===== config.mk =====
export PLATFORM = sky130hd
export DESIGN_NAME = rc4_stream_cipher
export DESIGN_NICKNAME = d
export VERILOG_FILES = /design/src/hdl/rc4_pkg.sv /design/src/hdl/rc4_stream_cipher.sv /design/src/hdl/rc4_ram.sv /design/src/hdl/rc4_ctrl.sv /design/src/hdl/rc4_dp.sv
export SDC_FILE = /design/constraint.sdc
export NUM_CORES = 2
export LEC_CHECK = 0
export BUFFER_PORTS_ARGS = -buffer_cell sky130_fd_sc_hd__clkbuf_2
export CORE_MARGIN = 1.5
export CORE_UTILIZATION = 55
export DETAILED_ROUTE_END_ITERATION = 8
export HOLD_SLACK_MARGIN = 0.05
export PLACE_DENSITY = 0.73
export SLEW_MARGIN = 20
export SYNTH_ARGS = -nofsm -noshare
export SYNTH_HDL_FRONTEND = slang
export SYNTH_SLANG_ARGS = --single-unit
export TNS_END_PERCENT = 50

===== constraint.sdc =====
create_clock -name clk -period 5.73 [get_ports clk]
set_input_delay 0.8595 -clock clk [delete_from_list [all_inputs] [get_ports clk]]
set_output_delay 0.8595 -clock clk [all_outputs]
set_load 0.05 [all_outputs]

===== src/hdl/rc4_pkg.sv =====
`default_nettype none
// ----------------------------------------------------------------------------
// rc4_pkg
// Shared types for the RC4 cipher: controller states, datapath commands and
// datapath status.
// ----------------------------------------------------------------------------
package rc4_pkg;

    localparam int unsigned PERM_DEPTH = 256;
    localparam int unsigned BYTE_W     = 8;

    typedef enum logic [3:0] {
        ST_BOOT,
        ST_IDLE,
        ST_FILL,
        ST_MIX_RD,
        ST_MIX_ADD,
        ST_MIX_WRN,
        ST_MIX_WRM,
        ST_GEN_J,
        ST_GEN_SWAPI,
        ST_GEN_SWAPJ,
        ST_HOLD
    } state_t;

    typedef enum logic [3:0] {
        OP_IDLE,
        OP_FILL,
        OP_KEY_LOAD,
        OP_GEN_START,
        OP_GEN_J,
        OP_GEN_SWAPI,
        OP_GEN_SWAPJ,
        OP_MIX_RD,
        OP_MIX_ADD,
        OP_MIX_WRN,
        OP_MIX_WRM
    } dp_op_t;

    typedef struct packed {
        dp_op_t op;
        logic   emit_now;   // load result straight into the output register
        logic   emit_pend;  // load the parked result into the output register
    } dp_cmd_t;

    typedef struct packed {
        logic cnt_last;     // sweep counter at its final entry
        logic out_free;     // output register can take a result this cycle
    } dp_stat_t;

endpackage
`default_nettype wire


===== src/hdl/rc4_stream_cipher.sv =====
`default_nettype none
// ----------------------------------------------------------------------------
// rc4_stream_cipher
// RC4 stream cipher: key loading, key schedule and byte-wise keystream XOR.
// ----------------------------------------------------------------------------
// Usage:
//   Input channel (in_valid/in_ready) carries one transaction per byte.
//   operation = 0 stores key_byte; key_last on such a transaction starts the
//   key schedule. operation = 1 encrypts/decrypts data_byte; the result
//   appears on the output channel (out_valid/out_ready) as out_byte.
//   Key transactions return nothing. Key bytes past KEY_MAX_BYTES are dropped.
// Sequence:
//   Data byte: result registered after the generator steps, set by the
//   chain of dependent permutation reads and the two swap writes through
//   the single write port of the permutation memory; no new byte until then.
//   Key byte: stored without leaving idle. Final key byte: identity fill, then
//   a mixing pass (read, add, two writes per entry), in_ready low throughout.
// Reset:
//   After rst_n releases, a pass writes the identity permutation;
//   in_ready stays low until it finishes. Indices and key count clear.
// Stall:
//   The output register frees the input side, so a new transaction is taken
//   while a result waits; if the next result is ready before the previous one
//   is taken, the block parks it and holds in_ready low until out_ready.
// ----------------------------------------------------------------------------
module rc4_stream_cipher #(
    parameter int unsigned KEY_MAX_BYTES = 256
) (
    input  wire logic       clk,
    input  wire logic       rst_n,
    input  wire logic       in_valid,
    output logic            in_ready,
    input  wire logic       operation,
    input  wire logic [7:0] key_byte,
    input  wire logic       key_last,
    input  wire logic [7:0] data_byte,
    output logic            out_valid,
    input  wire logic       out_ready,
    output logic [7:0]      out_byte
);
    import rc4_pkg::*;

    dp_cmd_t  cmd;
    dp_stat_t stat;

    // sequencer: owns all timing, issues one datapath command per cycle
    rc4_ctrl u_ctrl (
        .clk       (clk),
        .rst_n     (rst_n),
        .in_valid  (in_valid),
        .operation (operation),
        .key_last  (key_last),
        .stat      (stat),
        .in_ready  (in_ready),
        .cmd       (cmd)
    );

    // datapath: memories, indices and the output register
    rc4_dp #(.KEY_MAX_BYTES(KEY_MAX_BYTES)) u_dp (
        .clk       (clk),
        .rst_n     (rst_n),
        .cmd       (cmd),
        .key_byte  (key_byte),
        .data_byte (data_byte),
        .out_ready (out_ready),
        .stat      (stat),
        .out_valid (out_valid),
        .out_byte  (out_byte)
    );

    // data transaction keeps the input side busy for the generator steps
    a_data_busy: assert property (@(posedge clk) disable iff (!rst_n)
        (in_valid && in_ready && operation) |=> !in_ready)
        else $error("input taken during keystream step");

    // final key byte starts the schedule; no input until it completes
    a_sched_busy: assert property (@(posedge clk) disable iff (!rst_n)
        (in_valid && in_ready && !operation && key_last) |=> !in_ready)
        else $error("input taken during key schedule");

    // plain key byte is stored without leaving idle
    a_key_store: assert property (@(posedge clk) disable iff (!rst_n)
        (in_valid && in_ready && !operation && !key_last) |=> in_ready)
        else $error("key byte store did not return to idle");

endmodule
`default_nettype wire


===== src/hdl/rc4_ram.sv =====
`default_nettype none
// ----------------------------------------------------------------------------
// rc4_ram
// Generic memory: one write port, one read port, registered read data.
// ----------------------------------------------------------------------------
module rc4_ram #(
    parameter int unsigned WIDTH = 8,
    parameter int unsigned DEPTH = 256,
    localparam int unsigned AW   = (DEPTH > 1) ? $clog2(DEPTH) : 1
) (
    input  wire logic             clk,
    input  wire logic             we,
    input  wire logic [AW-1:0]    waddr,
    input  wire logic [WIDTH-1:0] wdata,
    input  wire logic [AW-1:0]    raddr,
    output logic      [WIDTH-1:0] rdata
);

    logic [WIDTH-1:0] mem_reg [DEPTH];
    logic [WIDTH-1:0] rdata_reg;

    always_ff @(posedge clk)
    begin
        if (we)
        begin
            mem_reg[waddr] <= wdata;
        end
        rdata_reg <= mem_reg[raddr];
    end

    assign rdata = rdata_reg;

endmodule
`default_nettype wire


===== src/hdl/rc4_ctrl.sv =====
`default_nettype none
// ----------------------------------------------------------------------------
// rc4_ctrl
// Sequencer: boot fill, key load, key schedule and keystream steps.
// ----------------------------------------------------------------------------
module rc4_ctrl (
    input  wire logic              clk,
    input  wire logic              rst_n,
    input  wire logic              in_valid,
    input  wire logic              operation,
    input  wire logic              key_last,
    input  wire rc4_pkg::dp_stat_t stat,
    output logic                   in_ready,
    output rc4_pkg::dp_cmd_t       cmd
);
    import rc4_pkg::*;

    state_t state_reg;
    state_t state_next;
    logic   accept;

    assign in_ready = (state_reg == ST_IDLE);
    assign accept   = in_valid && in_ready;

    always_ff @(posedge clk or negedge rst_n)
    begin
        if (!rst_n)
        begin
            state_reg <= ST_BOOT;
        end
        else
        begin
            state_reg <= state_next;
        end
    end

    // next state
    always_comb
    begin
        state_next = state_reg;
        case (state_reg)
            ST_BOOT:      if (stat.cnt_last) state_next = ST_IDLE;
            ST_IDLE:
            begin
                if (accept)
                begin
                    if (operation)     state_next = ST_GEN_J;
                    else if (key_last) state_next = ST_FILL;
                end
            end
            ST_FILL:      if (stat.cnt_last) state_next = ST_MIX_RD;
            ST_MIX_RD:    state_next = ST_MIX_ADD;
            ST_MIX_ADD:   state_next = ST_MIX_WRN;
            ST_MIX_WRN:   state_next = ST_MIX_WRM;
            ST_MIX_WRM:   state_next = stat.cnt_last ? ST_IDLE : ST_MIX_RD;
            ST_GEN_J:     state_next = ST_GEN_SWAPI;
            ST_GEN_SWAPI: state_next = ST_GEN_SWAPJ;
            ST_GEN_SWAPJ: state_next = stat.out_free ? ST_IDLE : ST_HOLD;
            ST_HOLD:      if (stat.out_free) state_next = ST_IDLE;
            default:      state_next = ST_IDLE;
        endcase
    end

    // commands
    always_comb
    begin
        cmd.op        = OP_IDLE;
        cmd.emit_now  = 1'b0;
        cmd.emit_pend = 1'b0;
        case (state_reg)
            ST_BOOT,
            ST_FILL:      cmd.op = OP_FILL;
            ST_IDLE:
            begin
                if (accept)
                begin
                    cmd.op = operation ? OP_GEN_START : OP_KEY_LOAD;
                end
            end
            ST_MIX_RD:    cmd.op = OP_MIX_RD;
            ST_MIX_ADD:   cmd.op = OP_MIX_ADD;
            ST_MIX_WRN:   cmd.op = OP_MIX_WRN;
            ST_MIX_WRM:   cmd.op = OP_MIX_WRM;
            ST_GEN_J:     cmd.op = OP_GEN_J;
            ST_GEN_SWAPI: cmd.op = OP_GEN_SWAPI;
            ST_GEN_SWAPJ:
            begin
                cmd.op       = OP_GEN_SWAPJ;
                cmd.emit_now = stat.out_free;
            end
            ST_HOLD:      cmd.emit_pend = stat.out_free;
            default:      cmd.op = OP_IDLE;
        endcase
    end

endmodule
`default_nettype wire


===== src/hdl/rc4_dp.sv =====
`default_nettype none
// ----------------------------------------------------------------------------
// rc4_dp
// Datapath: permutation and key memories, indices, swap registers, output
// register.
// ----------------------------------------------------------------------------
module rc4_dp #(
    parameter int unsigned KEY_MAX_BYTES = 256
) (
    input  wire logic             clk,
    input  wire logic             rst_n,
    input  wire rc4_pkg::dp_cmd_t cmd,
    input  wire logic [7:0]       key_byte,
    input  wire logic [7:0]       data_byte,
    input  wire logic             out_ready,
    output rc4_pkg::dp_stat_t     stat,
    output logic                  out_valid,
    output logic [7:0]            out_byte
);
    import rc4_pkg::*;

    localparam int unsigned KEY_AW = (KEY_MAX_BYTES > 1) ? $clog2(KEY_MAX_BYTES) : 1;
    localparam int unsigned KCW    = $clog2(KEY_MAX_BYTES + 1);

    // control state
    logic [7:0]        n_reg,         n_next;
    logic [KCW-1:0]    key_count_reg, key_count_next;
    logic [7:0]        i_reg,         i_next;
    logic [7:0]        j_reg,         j_next;
    logic              out_valid_reg, out_valid_next;
    // payload
    logic [7:0]        mix_reg,       mix_next;
    logic [KEY_AW-1:0] kidx_reg,      kidx_next;
    logic [7:0]        si_reg,        si_next;
    logic [7:0]        sj_reg,        sj_next;
    logic [7:0]        pos_reg,       pos_next;
    logic [7:0]        data_reg,      data_next;
    logic [7:0]        pend_reg,      pend_next;
    logic [7:0]        out_byte_reg,  out_byte_next;

    // memory ports
    logic              perm_we;
    logic [7:0]        perm_waddr;
    logic [7:0]        perm_wdata;
    logic [7:0]        perm_raddr;
    logic [7:0]        perm_rdata;
    logic              key_we;
    logic [7:0]        key_rdata;

    logic [7:0]        ks;
    logic [7:0]        result;

    rc4_ram #(.WIDTH(BYTE_W), .DEPTH(PERM_DEPTH)) u_perm (
        .clk   (clk),
        .we    (perm_we),
        .waddr (perm_waddr),
        .wdata (perm_wdata),
        .raddr (perm_raddr),
        .rdata (perm_rdata)
    );

    rc4_ram #(.WIDTH(BYTE_W), .DEPTH(KEY_MAX_BYTES)) u_key (
        .clk   (clk),
        .we    (key_we),
        .waddr (key_count_reg[KEY_AW-1:0]),
        .wdata (key_byte),
        .raddr (kidx_reg),
        .rdata (key_rdata)
    );

    assign key_we = (cmd.op == OP_KEY_LOAD) && (key_count_reg < KCW'(KEY_MAX_BYTES));

    // swap touches i and j, so the lookup read issued alongside needs a bypass
    assign ks = (pos_reg == i_reg) ? sj_reg :
                (pos_reg == j_reg) ? si_reg : perm_rdata;
    assign result = data_reg ^ ks;

    assign stat.cnt_last = (n_reg == 8'hFF);
    assign stat.out_free = !out_valid_reg || out_ready;

    always_comb
    begin
        n_next         = n_reg;
        key_count_next = key_count_reg;
        i_next         = i_reg;
        j_next         = j_reg;
        mix_next       = mix_reg;
        kidx_next      = kidx_reg;
        si_next        = si_reg;
        sj_next        = sj_reg;
        pos_next       = pos_reg;
        data_next      = data_reg;
        pend_next      = pend_reg;
        perm_we        = 1'b0;
        perm_waddr     = n_reg;
        perm_wdata     = n_reg;
        perm_raddr     = n_reg;
        case (cmd.op)
            OP_FILL:
            begin
                perm_we   = 1'b1;
                n_next    = n_reg + 8'd1;
                mix_next  = '0;
                kidx_next = '0;
            end
            OP_KEY_LOAD:
            begin
                if (key_we)
                begin
                    key_count_next = key_count_reg + KCW'(1);
                end
            end
            OP_MIX_RD:
            begin
                perm_raddr = n_reg;
            end
            OP_MIX_ADD:
            begin
                si_next    = perm_rdata;
                mix_next   = mix_reg + perm_rdata + key_rdata;
                perm_raddr = mix_next;
            end
            OP_MIX_WRN:
            begin
                perm_we    = 1'b1;
                perm_waddr = n_reg;
                perm_wdata = perm_rdata;
            end
            OP_MIX_WRM:
            begin
                perm_we    = 1'b1;
                perm_waddr = mix_reg;
                perm_wdata = si_reg;
                n_next     = n_reg + 8'd1;
                if (KCW'(kidx_reg) + KCW'(1) == key_count_reg)
                begin
                    kidx_next = '0;
                end
                else
                begin
                    kidx_next = kidx_reg + KEY_AW'(1);
                end
                if (n_reg == 8'hFF)
                begin
                    i_next         = '0;
                    j_next         = '0;
                    key_count_next = '0;
                end
            end
            OP_GEN_START:
            begin
                i_next     = i_reg + 8'd1;
                perm_raddr = i_next;
                data_next  = data_byte;
            end
            OP_GEN_J:
            begin
                si_next    = perm_rdata;
                j_next     = j_reg + perm_rdata;
                perm_raddr = j_next;
            end
            OP_GEN_SWAPI:
            begin
                sj_next    = perm_rdata;
                perm_we    = 1'b1;
                perm_waddr = i_reg;
                perm_wdata = perm_rdata;
                pos_next   = si_reg + perm_rdata;
                perm_raddr = pos_next;
            end
            OP_GEN_SWAPJ:
            begin
                perm_we    = 1'b1;
                perm_waddr = j_reg;
                perm_wdata = si_reg;
                pend_next  = result;
            end
            default:
            begin
                perm_we = 1'b0;
            end
        endcase
    end

    always_comb
    begin
        out_valid_next = out_valid_reg && !out_ready;
        out_byte_next  = out_byte_reg;
        if (cmd.emit_now)
        begin
            out_valid_next = 1'b1;
            out_byte_next  = result;
        end
        else if (cmd.emit_pend)
        begin
            out_valid_next = 1'b1;
            out_byte_next  = pend_reg;
        end
    end

    always_ff @(posedge clk or negedge rst_n)
    begin
        if (!rst_n)
        begin
            n_reg         <= '0;
            key_count_reg <= '0;
            i_reg         <= '0;
            j_reg         <= '0;
            out_valid_reg <= 1'b0;
        end
        else
        begin
            n_reg         <= n_next;
            key_count_reg <= key_count_next;
            i_reg         <= i_next;
            j_reg         <= j_next;
            out_valid_reg <= out_valid_next;
        end
    end

    always_ff @(posedge clk)
    begin
        mix_reg      <= mix_next;
        kidx_reg     <= kidx_next;
        si_reg       <= si_next;
        sj_reg       <= sj_next;
        pos_reg      <= pos_next;
        data_reg     <= data_next;
        pend_reg     <= pend_next;
        out_byte_reg <= out_byte_next;
    end

    assign out_valid = out_valid_reg;
    assign out_byte  = out_byte_reg;

endmodule
`default_nettype wire

==> results.sh <==
export IMPL_outcome="finished, final reports clean"
export IMPL_power_switching_mw=34.6
export IMPL_hp_start="data_byte[5]"
export IMPL_hold_path_class="input port to flip-flop"
export IMPL_drc=0
export IMPL_yosysUniqueCellTypes=88
export IMPL_yosys_most_used_dff="edfxtp_1"
export IMPL_clock_sinks=4214
export IMPL_worstPathCellList="fa_1 > ha_1 > inv_1 > fa_1 > xor2_1 > o22ai_1 > o41ai_4 > buf_12 > buf_4 > buf_4 > a311oi_1 > a31oi_1 > a22oi_1 > nand4_1 > nand4_1"
export IMPL_power_leakage_nw=61.3
export IMPL_fin_tns_setup_ns=0
export IMPL_intPower_mw=61.6
export IMPL_via_per_inst=6.52
export IMPL_drv_cap=0
export IMPL_drt_total_wl_um=443000
export IMPL_ys_warn_count=0
export IMPL_fin_skew_ns=0.0722
export IMPL_die_area_mm2=0.308
export IMPL_multiInputGateArea_mm2=0.0388
export IMPL_mostFrequentLayoutCells="edfxtp_1, nand2_1, nand3_1"
export IMPL_nets=10400
export IMPL_cts_root_buffer="clkbuf_16"
export IMPL_initial_utilization_pct=55.3
export IMPL_slew_violations=0
export IMPL_grt_pass1_vias=93000
export IMPL_ys_ff_latch=4214
export IMPL_required_ns=6.40
export IMPL_cts_buffer_depth=4
export IMPL_p_comb_share_pct=34.6
export IMPL_grt_antenna_before_repair=22
export IMPL_period_needed_ns=5.73
export IMPL_via_count=95900
export IMPL_wl_met3_um=56500
export IMPL_power_share_clock_pct=27.2
export IMPL_async_flop_share_pct=0.902
export IMPL_utilization_pct=62.1
export IMPL_first_iter_violations=15200
export IMPL_worstReg2RegStart="u_dp.u_perm.rdata[1]"
export IMPL_grt_max_degree=148
export IMPL_io_buffers=31
export IMPL_routed_top_layer="met5"
export IMPL_num_io_pins=32
export IMPL_die_x_um=555
export IMPL_worstSetupStartpointType="flip-flop"
export IMPL_max_stage_delay_ns=0.90
export IMPL_endpoint_kind="flip-flop"
export IMPL_row_count=202
export IMPL_wl_per_cell_um=30.1
export IMPL_arrival_ns=6.39
export IMPL_drt_pass1_iter_count=9
export IMPL_p_per_area_mw_per_mm2=512
export IMPL_fmax_mhz=175
export IMPL_setup_viol=0
export IMPL_globalRouteOverflowTotal=0
export IMPL_final_antenna_net_count=0
export IMPL_relSlewSlack_pct=11.5
export IMPL_synth_top_cell_area_share_pct=74.6
export IMPL_grt_pass1_wl_um=644000
export IMPL_synth_area_per_cell_um2=16.6
export IMPL_final_common_cell="edfxtp_1"
export IMPL_nFillCells=20700
export IMPL_hold_viol=0
export IMPL_fp_dieH_um=555
export IMPL_synth_area_leaders="edfxtp_1, mux4_2, nand2_1"
export IMPL_numCtsBuffers=409
export IMPL_crit_fanout=23
export IMPL_power_mw=96.2
export IMPL_syn_inst=10100
export IMPL_cts_tree="built"
export IMPL_path_class="flip-flop to flip-flop"
export IMPL_gp_congestion=0.994
export IMPL_h_tree_depth=5
export IMPL_swShare_pct=36.0
export IMPL_yosysTopAreaCell="edfxtp_1"
export IMPL_synth_edf_count=4160
export IMPL_drt_met1_wl_um=166000
export IMPL_vdd_drop_max_mv=0.512
export IMPL_core_area_mm2=0.303
export IMPL_dpl_hpwl_um=264000
export IMPL_tightest_slew_ns=1.32
export IMPL_syn_area_mm2=0.167
export IMPL_min_period_over_period_pct=99.9
export IMPL_syn_num_nets=10100
export IMPL_seq_power_share_pct=38.2
export IMPL_grt_util_all_layers_pct=28.5
export IMPL_cp_slowest_cell="o41ai_4"
export IMPL_startpoint="u_dp.u_perm.rdata[1]"
export IMPL_seq_area_mm2=0.126
export IMPL_synth_seq_area_share_pct=75.3
export IMPL_clk_insertion_delay_late_ns=1.00
export IMPL_path_clk_slew_ns=0.06
export IMPL_met2RoutedLength_um=203000
export IMPL_syn2layout_area_growth_pct=12.2
export IMPL_drive_above_1_share_pct=17.3
layer usage:
| metal | GRT usage [%] | vias up |
|---|---|---|
| li1 | - | 39600 |
| met1 | 41.4 | 48700 |
| met2 | 42.7 | 6590 |
| met3 | 6.95 | 951 |
| met4 | 9.99 | 18 |
| met5 | 0 | - |
path summary, 6_finish.rpt:
check | endpoint | cells after the start | slack [ns]
worst max register to register | u_dp.u_perm.rdata[2] | 15 | 0.005
max in group asynchronous | u_dp.out_valid | 3 | 4.67
worst min register to register | u_dp.out_byte[7] | 1 | 0.56
worst min-delay path | u_dp.data_reg[5] | 1 | 0.09
min in group asynchronous | u_dp.key_count_reg[1] | 3 | 0.56
worst max-delay path | u_dp.u_perm.rdata[2] | 15 | 0.005
synthesized netlist by cell type (all sizes together) (6+ instances only):
cell        n
mux2i     174
o22ai      11
clkbuf    282
dfrtp      38
nand2b      8
a211oi     40
mux2       25
o21a        6
or2         6
or3         9
a21o       16
and3      167
ha         27
o211ai      7
and2       10
o21ai      65
nor3b       7
a221oi     11
a21oi      78
a31oi     129
xnor2      30
nor2b       6
nor4       24
dfxtp      16
mux4      702
inv        22
edfxtp   4160
and3b      11
nand3     869
buf       350
fa         10
a22oi      36
nand4      56
nor3       14
nor2      595
xor2       41
a32oi      35
a2111oi     7
a311oi     52
nand2    1846
final cells by class:
| cell class | count | share of cell area, % |
|---|---|---|
| timing repair buffer | 532 | 2.62 |
| tap | 3978 | 2.65 |
| clock inverter | 230 | 1.17 |
| antenna | 8 | 0.0107 |
| inverter | 24 | 0.0486 |
| clock buffer | 522 | 5.70 |
| sequential | 4214 | 67.2 |
| multi-input combinational | 5201 | 20.6 |
through the flow:
| stage | setup slack, ns | hold slack, ns | cells | instance area [µm²] |
|---|---|---|---|---|
| after floorplan | 0.0871 | 0.424 | 10100 | 167000 |
| after global placement | 0.0369 | 0.535 | 13900 | 175000 |
| after detailed placement | 0.0784 | 0.544 | 13900 | 175000 |
| after CTS | 0.0562 | 0.0536 | 14700 | 188000 |
| after global routing | -0.0432 | 0.0786 | 14700 | 188000 |
| final | 0.00463 | 0.0894 | 14700 | 188000 |
worst max-delay path: cells and delay by family (launching register included):
family / cells / cell delay [ns]
xor+xnor: 1 / 0.25
simple gates: 2 / 0.79
flops: 1 / 0.44
compound gates: 5 / 1.94
buf+inv: 4 / 0.80
fa+ha+maj: 3 / 1.20
logic make-up (layout without fill, tap and decap cells):
kind of cell	after synthesis	after routing	share of synthesized area, %
other	0	8	0
adders and majority gates	38	38	0.327
muxes	901	901	10.6
xor gates and xnor gates	71	71	0.371
AOI/OAI and AO/OA	541	541	2.26
buffers and inverters	656	1308	1.65
DFF	4214	4214	75.3
and+or+nand+nor	3650	3650	9.39
repair_timing:
action,4_1_cts,5_1_grt
endpoints found under the setup margin,0,3
hold endpoints to repair,41,0
buffers inserted,0,1
hold buffers,4,0
resized for setup,0,5
power groups by stage:
stage / clock network (mW) / registers (mW) / logic (mW)
floorplan: 0 / 37.7 / 18.9
global placement: 0 / 37.4 / 31.8
detailed placement: 0 / 37.4 / 32.2
CTS: 26.3 / 36.7 / 32.5
global route: 27.4 / 36.8 / 34.5
finish: 26.1 / 36.8 / 33.3
Power figures use the tool's default switching activity.
